File: src/rct_pkg.sv
// ----------------------------------------------------------------------------
// rct_pkg: shared types and constants of the three-rotor cipher
// Operation and configuration codes and the fixed field widths of the items.
// ----------------------------------------------------------------------------
`default_nettype none

package rct_pkg;

  // Fixed field widths of the items and registers.
  localparam int SYM_W   = 5;
  localparam int SEL_W   = 2;
  localparam int POS_W   = 7;
  localparam int THR_W   = 5;
  localparam int CFG_A_W = 2;

  localparam logic [POS_W-1:0] POS_MAX      = 7'd127;
  localparam logic [THR_W-1:0] THRESH_RESET = 5'd4;

  typedef enum logic [1:0] {
    OP_ENCRYPT = 2'd0,
    OP_DECRYPT = 2'd1,
    OP_LOAD    = 2'd2,
    OP_SET_POS = 2'd3
  } op_t;

  typedef enum logic [CFG_A_W-1:0] {
    CFG_START1 = 2'd0,
    CFG_START2 = 2'd1,
    CFG_START3 = 2'd2,
    CFG_THRESH = 2'd3
  } cfg_idx_t;

endpackage

`default_nettype wire

File: src/rct_if.sv
// ----------------------------------------------------------------------------
// rct_if: item channels of the three-rotor cipher
// Valid/ready channels for command items and for result items.
// ----------------------------------------------------------------------------
`default_nettype none

interface rct_in_if;
  logic                      valid;
  logic                      ready;
  rct_pkg::op_t              operation;
  logic [rct_pkg::SYM_W-1:0] symbol;
  logic                      start_message;
  logic [rct_pkg::SEL_W-1:0] rotor_select;
  logic [rct_pkg::SYM_W-1:0] wiring_index;
  logic [rct_pkg::SYM_W-1:0] wiring_value;

  modport source (output valid, operation, symbol, start_message, rotor_select,
                  wiring_index, wiring_value, input ready);
  modport sink   (input valid, operation, symbol, start_message, rotor_select,
                  wiring_index, wiring_value, output ready);
endinterface

interface rct_out_if;
  logic                      valid;
  logic                      ready;
  logic [rct_pkg::SYM_W-1:0] out_symbol;
  logic                      error;

  modport source (output valid, out_symbol, error, input ready);
  modport sink   (input valid, out_symbol, error, output ready);
endinterface

`default_nettype wire

File: src/rotor_cipher_three_rotor_unit.sv
// ----------------------------------------------------------------------------
// rotor_cipher_three_rotor_unit: rotor substitution cipher without reflector
// Enciphers and deciphers symbols through loadable rotor wirings held in
// synchronous memory banks, one rotor stage per pipeline stage.
// ----------------------------------------------------------------------------
// An item is registered in each rotor stage in turn and then in the output register.
// Throughput: one item per cycle while the output is taken; each rotor stage does one
// registered read of its wiring bank per cycle when it moves.
// Reset (rst_n low, synchronous): empties the pipeline, clears the rotor
// offsets and the message position, start positions to 0, threshold to 4.
// Wiring banks are not cleared; they are undefined until loaded.
`default_nettype none

module rotor_cipher_three_rotor_unit #(
  parameter int SYMBOL_COUNT = 27,
  parameter int ROTOR_COUNT  = 3
) (
  input  wire logic                        clk,
  input  wire logic                        rst_n,
  rct_in_if.sink                           in_ch,
  rct_out_if.source                        out_ch,
  input  wire logic                        cfg_we,
  input  wire rct_pkg::cfg_idx_t           cfg_index,
  input  wire logic [rct_pkg::SYM_W-1:0]   cfg_wdata
);

  localparam int SW = rct_pkg::SYM_W;
  // Address width of one wiring bank.
  localparam int AW = (SYMBOL_COUNT > 1) ? $clog2(SYMBOL_COUNT) : 1;
  localparam logic [SW:0] SC_X = (SW+1)'(SYMBOL_COUNT);

  // Control and payload that travel with an item from stage to stage. The
  // offsets are a snapshot taken when the item is accepted, so the live
  // offsets can move on for the items that follow.
  typedef struct packed {
    rct_pkg::op_t                    op;
    logic                            err;
    logic                            ld_ok;
    logic [rct_pkg::SEL_W-1:0]       sel;
    logic [SW-1:0]                   idx;
    logic [SW-1:0]                   val;
    logic [ROTOR_COUNT-1:0][SW-1:0]  off;
  } stg_t;

  // Modular helpers; both operands are already below SYMBOL_COUNT.
  function automatic logic [SW-1:0] add_mod(input logic [SW-1:0] a,
                                            input logic [SW-1:0] b);
    logic [SW:0] s;
    s = {1'b0, a} + {1'b0, b};
    if (s >= SC_X) begin
      s = s - SC_X;
    end
    return s[SW-1:0];
  endfunction

  function automatic logic [SW-1:0] sub_mod(input logic [SW-1:0] a,
                                            input logic [SW-1:0] b);
    logic [SW:0] s;
    if (a >= b) begin
      s = {1'b0, a} - {1'b0, b};
    end else begin
      s = {1'b0, a} + SC_X - {1'b0, b};
    end
    return s[SW-1:0];
  endfunction

  // Reduction of a raw start position, as a small constant table.
  function automatic logic [SW-1:0] mod_sym(input logic [SW-1:0] v);
    logic [SW-1:0] r;
    r = '0;
    for (int i = 0; i < (1 << SW); i++) begin
      if (v == SW'(i)) begin
        r = SW'(i % SYMBOL_COUNT);
      end
    end
    return r;
  endfunction

  // Configuration registers. Start positions are stored already reduced.
  logic [2:0][SW-1:0]              start_r;
  logic [rct_pkg::THR_W-1:0]       thresh_r;

  // Live cipher state.
  logic [ROTOR_COUNT-1:0][SW-1:0]  off_r;
  logic [ROTOR_COUNT-1:0][SW-1:0]  off_nxt;
  logic [rct_pkg::POS_W-1:0]       pos_r;
  logic [rct_pkg::POS_W-1:0]       pos_nxt;

  // Pipeline: stage s reads the forward bank of rotor ROTOR_COUNT-1-s and the
  // inverse bank of rotor s. st_r/rd_r hold the item after stage s.
  logic [ROTOR_COUNT-1:0]          vld_r;
  stg_t                            st_r   [ROTOR_COUNT];
  logic [SW-1:0]                   rd_r   [ROTOR_COUNT];
  stg_t                            st_in  [ROTOR_COUNT];
  logic [SW-1:0]                   x_in   [ROTOR_COUNT];
  logic [ROTOR_COUNT:0]            mv;

  logic                            out_vld_r;
  logic [SW-1:0]                   out_sym_r;
  logic                            out_err_r;
  logic [SW-1:0]                   fin_sym;
  stg_t                            st0;
  logic                            in_take;

  // --------------------------------------------------------------------------
  // Handshake. Each stage moves when it holds an item and the stage after it
  // is empty or moving too, so bubbles close up and, until the stages fill, the
  // input keeps being taken while a finished result waits in the output register.
  // --------------------------------------------------------------------------
  always_comb begin
    mv[ROTOR_COUNT] = vld_r[ROTOR_COUNT-1] & (~out_vld_r | out_ch.ready);
    for (int s = ROTOR_COUNT - 1; s >= 1; s--) begin
      mv[s] = vld_r[s-1] & (~vld_r[s] | mv[s+1]);
    end
    mv[0] = in_ch.valid & (~vld_r[0] | mv[1]);
  end

  assign in_ch.ready = ~vld_r[0] | mv[1];
  assign in_take     = mv[0];

  // --------------------------------------------------------------------------
  // Front end: validation, position counting and rotor stepping happen when
  // the item is taken, which keeps the state in item order.
  // --------------------------------------------------------------------------
  always_comb begin
    logic                       cipher;
    logic                       bad_sym;
    logic [rct_pkg::POS_W-1:0]  p;
    logic [7:0]                 lim;

    cipher  = (in_ch.operation == rct_pkg::OP_ENCRYPT) ||
              (in_ch.operation == rct_pkg::OP_DECRYPT);
    bad_sym = (int'(in_ch.symbol) >= SYMBOL_COUNT);
    p       = in_ch.start_message ? '0 : pos_r;
    off_nxt = off_r;
    pos_nxt = pos_r;
    lim     = '0;

    unique case (in_ch.operation)
      rct_pkg::OP_ENCRYPT, rct_pkg::OP_DECRYPT: begin
        if (!bad_sym) begin
          // Rotor k steps once the position exceeds (ROTOR_COUNT-1-k) times
          // the threshold; the last rotor steps on every symbol.
          for (int k = 0; k < ROTOR_COUNT; k++) begin
            lim = 8'(ROTOR_COUNT - 1 - k) * {3'b000, thresh_r};
            if ((k == ROTOR_COUNT - 1) || ({1'b0, p} > lim)) begin
              off_nxt[k] = add_mod(off_r[k], SW'(1));
            end
          end
          pos_nxt = (p < rct_pkg::POS_MAX) ? p + 7'd1 : rct_pkg::POS_MAX;
        end
      end
      rct_pkg::OP_LOAD: begin
      end
      rct_pkg::OP_SET_POS: begin
        for (int k = 0; k < ROTOR_COUNT; k++) begin
          off_nxt[k] = (k < 3) ? start_r[k] : '0;
        end
        pos_nxt = '0;
      end
      default: begin
      end
    endcase

    st0.op    = in_ch.operation;
    st0.err   = cipher & bad_sym;
    st0.ld_ok = (int'(in_ch.rotor_select) < ROTOR_COUNT) &&
                (int'(in_ch.wiring_index) < SYMBOL_COUNT) &&
                (int'(in_ch.wiring_value) < SYMBOL_COUNT);
    st0.sel   = in_ch.rotor_select;
    st0.idx   = in_ch.wiring_index;
    st0.val   = in_ch.wiring_value;
    st0.off   = off_r;
  end

  always_ff @(posedge clk) begin
    if (!rst_n) begin
      off_r    <= '0;
      pos_r    <= '0;
      start_r  <= '0;
      thresh_r <= rct_pkg::THRESH_RESET;
    end else begin
      if (in_take) begin
        off_r <= off_nxt;
        pos_r <= pos_nxt;
      end
      if (cfg_we) begin
        unique case (cfg_index)
          rct_pkg::CFG_START1: start_r[0] <= mod_sym(cfg_wdata);
          rct_pkg::CFG_START2: start_r[1] <= mod_sym(cfg_wdata);
          rct_pkg::CFG_START3: start_r[2] <= mod_sym(cfg_wdata);
          rct_pkg::CFG_THRESH: thresh_r   <= cfg_wdata;
          default: begin
          end
        endcase
      end
    end
  end

  // --------------------------------------------------------------------------
  // Rotor stages. A wiring load is written into a bank when the load item
  // passes the stage that reads that bank: items ahead of it have already
  // read, items behind it will see the new entry.
  // --------------------------------------------------------------------------
  for (genvar s = 0; s < ROTOR_COUNT; s++) begin : g_stage
    logic [SW-1:0] fwd_bank [SYMBOL_COUNT];
    logic [SW-1:0] inv_bank [SYMBOL_COUNT];
    logic [SW-1:0] addr;

    if (s == 0) begin : g_first
      always_comb begin
        st_in[s] = st0;
        x_in[s]  = in_ch.symbol;
      end
    end else begin : g_next
      // Encrypt takes off the offset of the rotor read one stage back.
      always_comb begin
        st_in[s] = st_r[s-1];
        x_in[s]  = (st_r[s-1].op == rct_pkg::OP_ENCRYPT) ?
                   sub_mod(rd_r[s-1], st_r[s-1].off[ROTOR_COUNT-s]) : rd_r[s-1];
      end
    end

    // Decrypt adds this rotor's offset before the inverse lookup.
    assign addr = (st_in[s].op == rct_pkg::OP_DECRYPT) ?
                  add_mod(x_in[s], st_in[s].off[s]) : x_in[s];

    always_ff @(posedge clk) begin
      if (mv[s]) begin
        if ((st_in[s].op == rct_pkg::OP_LOAD) && st_in[s].ld_ok &&
            (int'(st_in[s].sel) == ROTOR_COUNT - 1 - s)) begin
          fwd_bank[st_in[s].idx[AW-1:0]] <= st_in[s].val;
        end
        if ((st_in[s].op == rct_pkg::OP_LOAD) && st_in[s].ld_ok &&
            (int'(st_in[s].sel) == s)) begin
          inv_bank[st_in[s].val[AW-1:0]] <= st_in[s].idx;
        end
        if (st_in[s].op == rct_pkg::OP_DECRYPT) begin
          rd_r[s] <= inv_bank[addr[AW-1:0]];
        end else begin
          rd_r[s] <= fwd_bank[addr[AW-1:0]];
        end
      end
    end
  end

  always_ff @(posedge clk) begin
    if (!rst_n) begin
      vld_r <= '0;
    end else begin
      for (int s = 0; s < ROTOR_COUNT; s++) begin
        if (mv[s]) begin
          vld_r[s] <= 1'b1;
        end else if (mv[s+1]) begin
          vld_r[s] <= 1'b0;
        end
      end
    end
  end

  always_ff @(posedge clk) begin
    for (int s = 0; s < ROTOR_COUNT; s++) begin
      if (mv[s]) begin
        st_r[s] <= st_in[s];
      end
    end
  end

  // --------------------------------------------------------------------------
  // Output register. Encrypt finishes with rotor one's offset. Loads,
  // position sets and rejected symbols report symbol zero.
  // --------------------------------------------------------------------------
  always_comb begin
    fin_sym = '0;
    if (!st_r[ROTOR_COUNT-1].err) begin
      if (st_r[ROTOR_COUNT-1].op == rct_pkg::OP_ENCRYPT) begin
        fin_sym = sub_mod(rd_r[ROTOR_COUNT-1], st_r[ROTOR_COUNT-1].off[0]);
      end else if (st_r[ROTOR_COUNT-1].op == rct_pkg::OP_DECRYPT) begin
        fin_sym = rd_r[ROTOR_COUNT-1];
      end
    end
  end

  always_ff @(posedge clk) begin
    if (!rst_n) begin
      out_vld_r <= 1'b0;
    end else if (mv[ROTOR_COUNT]) begin
      out_vld_r <= 1'b1;
    end else if (out_ch.ready) begin
      out_vld_r <= 1'b0;
    end
  end

  always_ff @(posedge clk) begin
    if (mv[ROTOR_COUNT]) begin
      out_sym_r <= fin_sym;
      out_err_r <= st_r[ROTOR_COUNT-1].err;
    end
  end

  assign out_ch.valid      = out_vld_r;
  assign out_ch.out_symbol = out_sym_r;
  assign out_ch.error      = out_err_r;

endmodule

`default_nettype wire
File: src/flat_wrapper.sv
// flat-port wrapper written by rule: the top's interface ports become plain ports
module rotor_cipher_three_rotor_unit_flat 
#(
  parameter int SYMBOL_COUNT = 27,
  parameter int ROTOR_COUNT  = 3
)
  (clk, rst_n, cfg_we, cfg_index, cfg_wdata, in_ch_valid, in_ch_operation, in_ch_symbol, in_ch_start_message, in_ch_rotor_select, in_ch_wiring_index, in_ch_wiring_value, in_ch_ready, out_ch_valid, out_ch_out_symbol, out_ch_error, out_ch_ready);
  rct_in_if in_ch_i ();
  rct_out_if out_ch_i ();
  input  wire logic clk;
  input  wire logic rst_n;
  input  wire logic cfg_we;
  input  wire rct_pkg::cfg_idx_t cfg_index;
  input  wire logic [rct_pkg::SYM_W-1:0] cfg_wdata;
  input wire logic [$bits(in_ch_i.valid)-1:0] in_ch_valid;
  input wire logic [$bits(in_ch_i.operation)-1:0] in_ch_operation;
  input wire logic [$bits(in_ch_i.symbol)-1:0] in_ch_symbol;
  input wire logic [$bits(in_ch_i.start_message)-1:0] in_ch_start_message;
  input wire logic [$bits(in_ch_i.rotor_select)-1:0] in_ch_rotor_select;
  input wire logic [$bits(in_ch_i.wiring_index)-1:0] in_ch_wiring_index;
  input wire logic [$bits(in_ch_i.wiring_value)-1:0] in_ch_wiring_value;
  output wire logic [$bits(in_ch_i.ready)-1:0] in_ch_ready;
  output wire logic [$bits(out_ch_i.valid)-1:0] out_ch_valid;
  output wire logic [$bits(out_ch_i.out_symbol)-1:0] out_ch_out_symbol;
  output wire logic [$bits(out_ch_i.error)-1:0] out_ch_error;
  input wire logic [$bits(out_ch_i.ready)-1:0] out_ch_ready;
  assign in_ch_i.valid = in_ch_valid;
  assign in_ch_i.operation = in_ch_operation;
  assign in_ch_i.symbol = in_ch_symbol;
  assign in_ch_i.start_message = in_ch_start_message;
  assign in_ch_i.rotor_select = in_ch_rotor_select;
  assign in_ch_i.wiring_index = in_ch_wiring_index;
  assign in_ch_i.wiring_value = in_ch_wiring_value;
  assign in_ch_ready = in_ch_i.ready;
  assign out_ch_valid = out_ch_i.valid;
  assign out_ch_out_symbol = out_ch_i.out_symbol;
  assign out_ch_error = out_ch_i.error;
  assign out_ch_i.ready = out_ch_ready;
  rotor_cipher_three_rotor_unit #(.SYMBOL_COUNT(SYMBOL_COUNT), .ROTOR_COUNT(ROTOR_COUNT)) u_core (.clk(clk), .rst_n(rst_n), .in_ch(in_ch_i), .out_ch(out_ch_i), .cfg_we(cfg_we), .cfg_index(cfg_index), .cfg_wdata(cfg_wdata));
endmodule
File: config.mk
export PLATFORM = sky130hd
export DESIGN_NAME = rotor_cipher_three_rotor_unit_flat
export DESIGN_NICKNAME = d
export VERILOG_FILES = /design/src/rct_pkg.sv /design/src/rct_if.sv /design/src/rotor_cipher_three_rotor_unit.sv /design/src/flat_wrapper.sv
export SDC_FILE = /design/constraint.sdc
export NUM_CORES = 1
export LEC_CHECK = 0
export ABC_CLOCK_PERIOD_IN_PS = 5900
export BUFFER_PORTS_ARGS = -buffer_cell sky130_fd_sc_hd__buf_2
export CAP_MARGIN = 20
export CORE_UTILIZATION = 57
export CTS_CLUSTER_DIAMETER = 40
export CTS_CLUSTER_SIZE = 10
export DETAILED_ROUTE_END_ITERATION = 10
export PLACE_DENSITY = 0.73
export SLEW_MARGIN = 20
export SYNTH_ARGS = -nofsm -noshare
export SYNTH_HDL_FRONTEND = slang
export SYNTH_SLANG_ARGS = --single-unit
File: constraint.sdc
create_clock -name clk -period 5.9 [get_ports clk]
set_input_delay 0.295 -clock clk [delete_from_list [all_inputs] [get_ports clk]]
set_output_delay 0.295 -clock clk [all_outputs]
set_load 0.02 [all_outputs]
==> run_results.csv <==
group,metric,value,unit
min_path,hold_end,"u_core.st_r[0][28]",
clocking,htreeDepth,3,
synthesis,synth-edff-count,901,
setup_path,r2r_cells,24,
clocking,cts_max_path_buffers,3,
global_routing,antenna_found_initial,0,
floorplanning,die_area,74100,sq um
layout,multi_input_area,12960,sq um
floorplanning,rows,98,
timing,final_hold_viol_count,0,
synthesis,async_flop_share,0,%
timing,post-route-min-period,5.728,ns
power_and_ir_drop,ir_worst_vdd,0.0003542,V
route,wl_met2,49.93,mm
synthesis,ys.flop_type,"edfxtp_1",
route,first_pass_iters,6,
placement,place_congestion,0.9213,
power_and_ir_drop,power_density,381.1,nW/um^2
timing,worst_pin_slew,1.096,ns
synthesis,yosysWarnings,0,
clocking,clk_latency,0.68,ns
timing,finalSetupViolCount,0,
layout,post-route-util,66.57,%
layout,syn_to_final_growth,14.93,%
route,route.detailed.drc,0,
setup_path,cp_top_family,"compound AO/OA/AOI/OAI gates",
timing,hold_ws,0.08435,ns
clocking,cts_tree,"yes",
synthesis,seq_area_frac_synth,67.22,%
setup_path,critical_path_required,6.33,ns
synthesis,syn_area_per_cell,13.13,sq um
synthesis,synth_cell_type_count,98,
setup_path,r2r_slack,0.17,ns
setup_path,worstSetupPathType,"reg -> reg",
global_routing,grt_pass1_wl,155.1,mm
route,highest_layer,"met4",
min_path,hold_class,"in -> reg",
route,dr_wl_met3,8.709,mm
route,wirelength_met1,39.29,mm
synthesis,syn_area,41620,sq um
floorplanning,core,71850,sq um
setup_path,worst-path-max-fanout,11,
setup_path,path_cells,"ha_2 > fa_1 > a211oi_2 > o31ai_1 > o21a_1 > xnor2_1 > a21oi_1 > ha_1 > inv_1 > fa_1 > inv_1 > ha_1 > nor2_1 > buf_4 > nor4_4 > buf_4 > a211oi_4 > o31a_1 > a21oi_2 > buf_12 > a32oi_1 > a31oi_1 > o31ai_1 > a32o_1",
global_routing,grt_remaining_overflow,0,
layout,n_fill_cell,4953,
floorplanning,start_util,57.92,%
synthesis,postSynthCellCount,3171,
clocking,clk_pin_slew,0.06,ns
status,status,"finished clean",
route,wl_per_cell,23.31,microns
route,vias,27310,
layout,layout-drive-gt1-share,13.58,%
min_path,hold_depth,3,
floorplanning,io_pins,40,
synthesis,synth-seq-cells,947,
clocking,cts_buffers,120,
timing,clock_skew,0.03214,ns
placement,io_buffers,39,
setup_path,r2r_start,"u_core.rd_r[1][1]",
setup_path,critPathBufInv,5,
timing,finalMaxSlewViolations,0,
timing,finalCritPeriodShare,97.08,%
global_routing,grt_max_degree,65,
setup_path,slowest_delay,0.47,ns
global_routing,grt_pass1_vias,27340,
clocking,cts-root-buf,"clkbuf_16",
route,drt_iter0_markers,2999,
power_and_ir_drop,p_leak,16.93,nW
route,viasPerCell,6.265,
min_path,hold_start,"in_ch_symbol[4]",
route,antenna_left,0,
placement,dpl.hpwl,65.26,mm
layout,regArea,27980,sq um
setup_path,crit_path_start_kind,"flip-flop",
run,maxCapViolCount,0,
floorplanning,die_h,272.2,microns
setup_path,end_kind,"flip-flop",
layout,final_nets,3458,
timing,max_freq,174.6,MHz
clocking,clock_sinks,947,
global_routing,track_usage,27.32,%
route,wl,101.6,mm
setup_path,cpMaxStageDelayCell,"fa_1",
floorplanning,die_w,272.2,microns
timing,relSlewSlack,26.66,%
setup_path,timing.rr.end,"u_core.rd_r[2][4]",
setup_path,crit_arrival,6.16,ns
synthesis,syn_nets,3284,
[what timing repair did]
action,CTS,global route
endpoints found under the setup margin,10,10
gates resized for setup,8,44
buffers inserted,3,11
pin swaps,5,15
hold buffers,11,0
cloned,0,3
endpoints found under the hold margin,11,0
[cell families after synthesis]
| kind of cell | after synthesis | synth area share [%] |
|---|---|---|
| AO/OA/AOI/OAI | 556 | 9.358 |
| XOR/XNOR | 32 | 0.6914 |
| adder cells (fa/ha/maj) | 81 | 2.651 |
| buffers and inverters | 229 | 2.384 |
| flip-flops | 947 | 67.22 |
| multiplexers | 163 | 5.147 |
| AND/OR/NAND/NOR | 1163 | 12.55 |
[Yosys cell counts (15+ instances only)]
master | n | area, sq um
a32oi_1 | 15 | 131.4
o21ai_0 | 73 | 365.4
nor3_1 | 34 | 170.2
o211ai_1 | 34 | 255.2
nand2_1 | 528 | 1982
a211oi_1 | 28 | 210.2
edfxtp_1 | 901 | 27060
ha_1 | 69 | 863.3
nor2_1 | 254 | 953.4
a22oi_1 | 16 | 120.1
a31oi_1 | 35 | 219.0
mux4_2 | 35 | 788.3
and2_1 | 21 | 131.4
dfxtp_1 | 46 | 920.9
a21o_1 | 15 | 112.6
and3_1 | 55 | 344.1
a311o_1 | 21 | 210.2
a221oi_1 | 15 | 131.4
mux2i_1 | 118 | 1181
nand3_1 | 118 | 590.6
inv_1 | 84 | 315.3
clkbuf_1 | 78 | 292.8
a21oi_1 | 137 | 685.7
nor2b_1 | 43 | 269.0
xnor2_1 | 19 | 166.4
nand4_1 | 17 | 106.4
nand2b_1 | 26 | 162.7
buf_2 | 42 | 210.2
[through the flow]
stage	instances	setup slack, ns	total power [W]	TNS (ns)	instance area (sq um)
2_1_floorplan	3171	0.2015	0.01006	0	41620
3_3_place_gp	4139	-0.04114	0.01129	-0.1284	43570
3_5_place_dp	4143	-0.2110	0.01139	-1.225	43620
4_1_cts	4343	0.03127	0.01803	0	47420
5_1_grt	4359	-0.009742	0.01881	-0.01834	47830
6_report	4360	0.1723	0.01823	0	47830
[layout by cell type, fill, tap and decap left out, drive strengths merged, types with 10 or more instances in the layout]
| master | n |
|---|---|
| inv | 93 |
| o211a | 13 |
| buf | 182 |
| o21ai | 87 |
| o21a | 11 |
| mux2i | 118 |
| a21oi | 138 |
| fa | 12 |
| nand3 | 118 |
| and3 | 56 |
| mux4 | 39 |
| a221oi | 18 |
| nand2 | 529 |
| nand2b | 26 |
| a21o | 15 |
| nand4 | 17 |
| dfxtp | 46 |
| xnor2 | 20 |
| a21boi | 12 |
| or2 | 10 |
| dlygate4sd3 | 11 |
| a211oi | 30 |
| nor2 | 255 |
| or3 | 14 |
| a32oi | 15 |
| nand3b | 11 |
| a311oi | 14 |
| a31oi | 35 |
| clkbuf | 145 |
| nor2b | 43 |
| edfxtp | 901 |
| clkinv | 29 |
| a22oi | 16 |
| a311o | 21 |
| o22ai | 12 |
| nor3 | 38 |
| and2 | 21 |
| xor2 | 12 |
| ha | 69 |
| o211ai | 34 |
[routing by layer]
layer  vias up  GRT usage, %
met5         -             0
met2      1385         45.55
met4         0         10.93
met1     13410         35.98
li1      12260             -
met3       252         4.408
[report_power, final]
group / total, W / leakage (nW) / switching, W / internal (W)
sequential: 0.00751 / 8.52 / 0.0000745 / 0.00744
combinational: 0.00405 / 6.64 / 0.00239 / 0.00166
clock: 0.00666 / 1.77 / 0.00264 / 0.00402
[worst max-delay path by stage]
stage | start | to | slack, ns | depth (start not counted)
floorplan | u_core.rd_r[0][1] | u_core.rd_r[1][1] | 0.20 | 21
global placement | u_core.rd_r[0][1] | u_core.rd_r[1][3] | -0.04 | 21
detailed placement | u_core.rd_r[0][1] | u_core.rd_r[1][0] | -0.21 | 23
CTS | u_core.rd_r[1][1] | u_core.rd_r[2][4] | 0.03 | 23
global route | u_core.rd_r[0][1] | u_core.rd_r[1][3] | -0.01 | 26
finish | u_core.rd_r[1][1] | u_core.rd_r[2][4] | 0.17 | 24
[worst min-delay path, stage by stage]
cell,delay [ns]
buf_2,0.14
nand2_1,0.07
nor3_1,0.08
[registers in the layout, indices dropped and copies added, names as in the netlist]
register,cells
u_core.g_stage.fwd_bank,405
u_core.g_stage.inv_bank,405
u_core.st_r,70
u_core.off_r,15
u_core.rd_r,15
u_core.start_r,15
u_core.pos_r,7
u_core.out_ch.out_symbol,5
u_core.thresh_r,5
u_core.vld_r,3
u_core.out_ch.error,1
u_core.out_ch.valid,1
[final cells by class]
type,instances,share of cell area [%]
inverter,85,0.6670
timing repair buffer,196,3.738
sequential,947,58.49
clock buffer,142,6.605
multi-input combinational,1995,27.09
antenna,1,0.005231
clock inverter,44,0.9260
tap,950,2.485
Power figures use the tool's default switching activity.
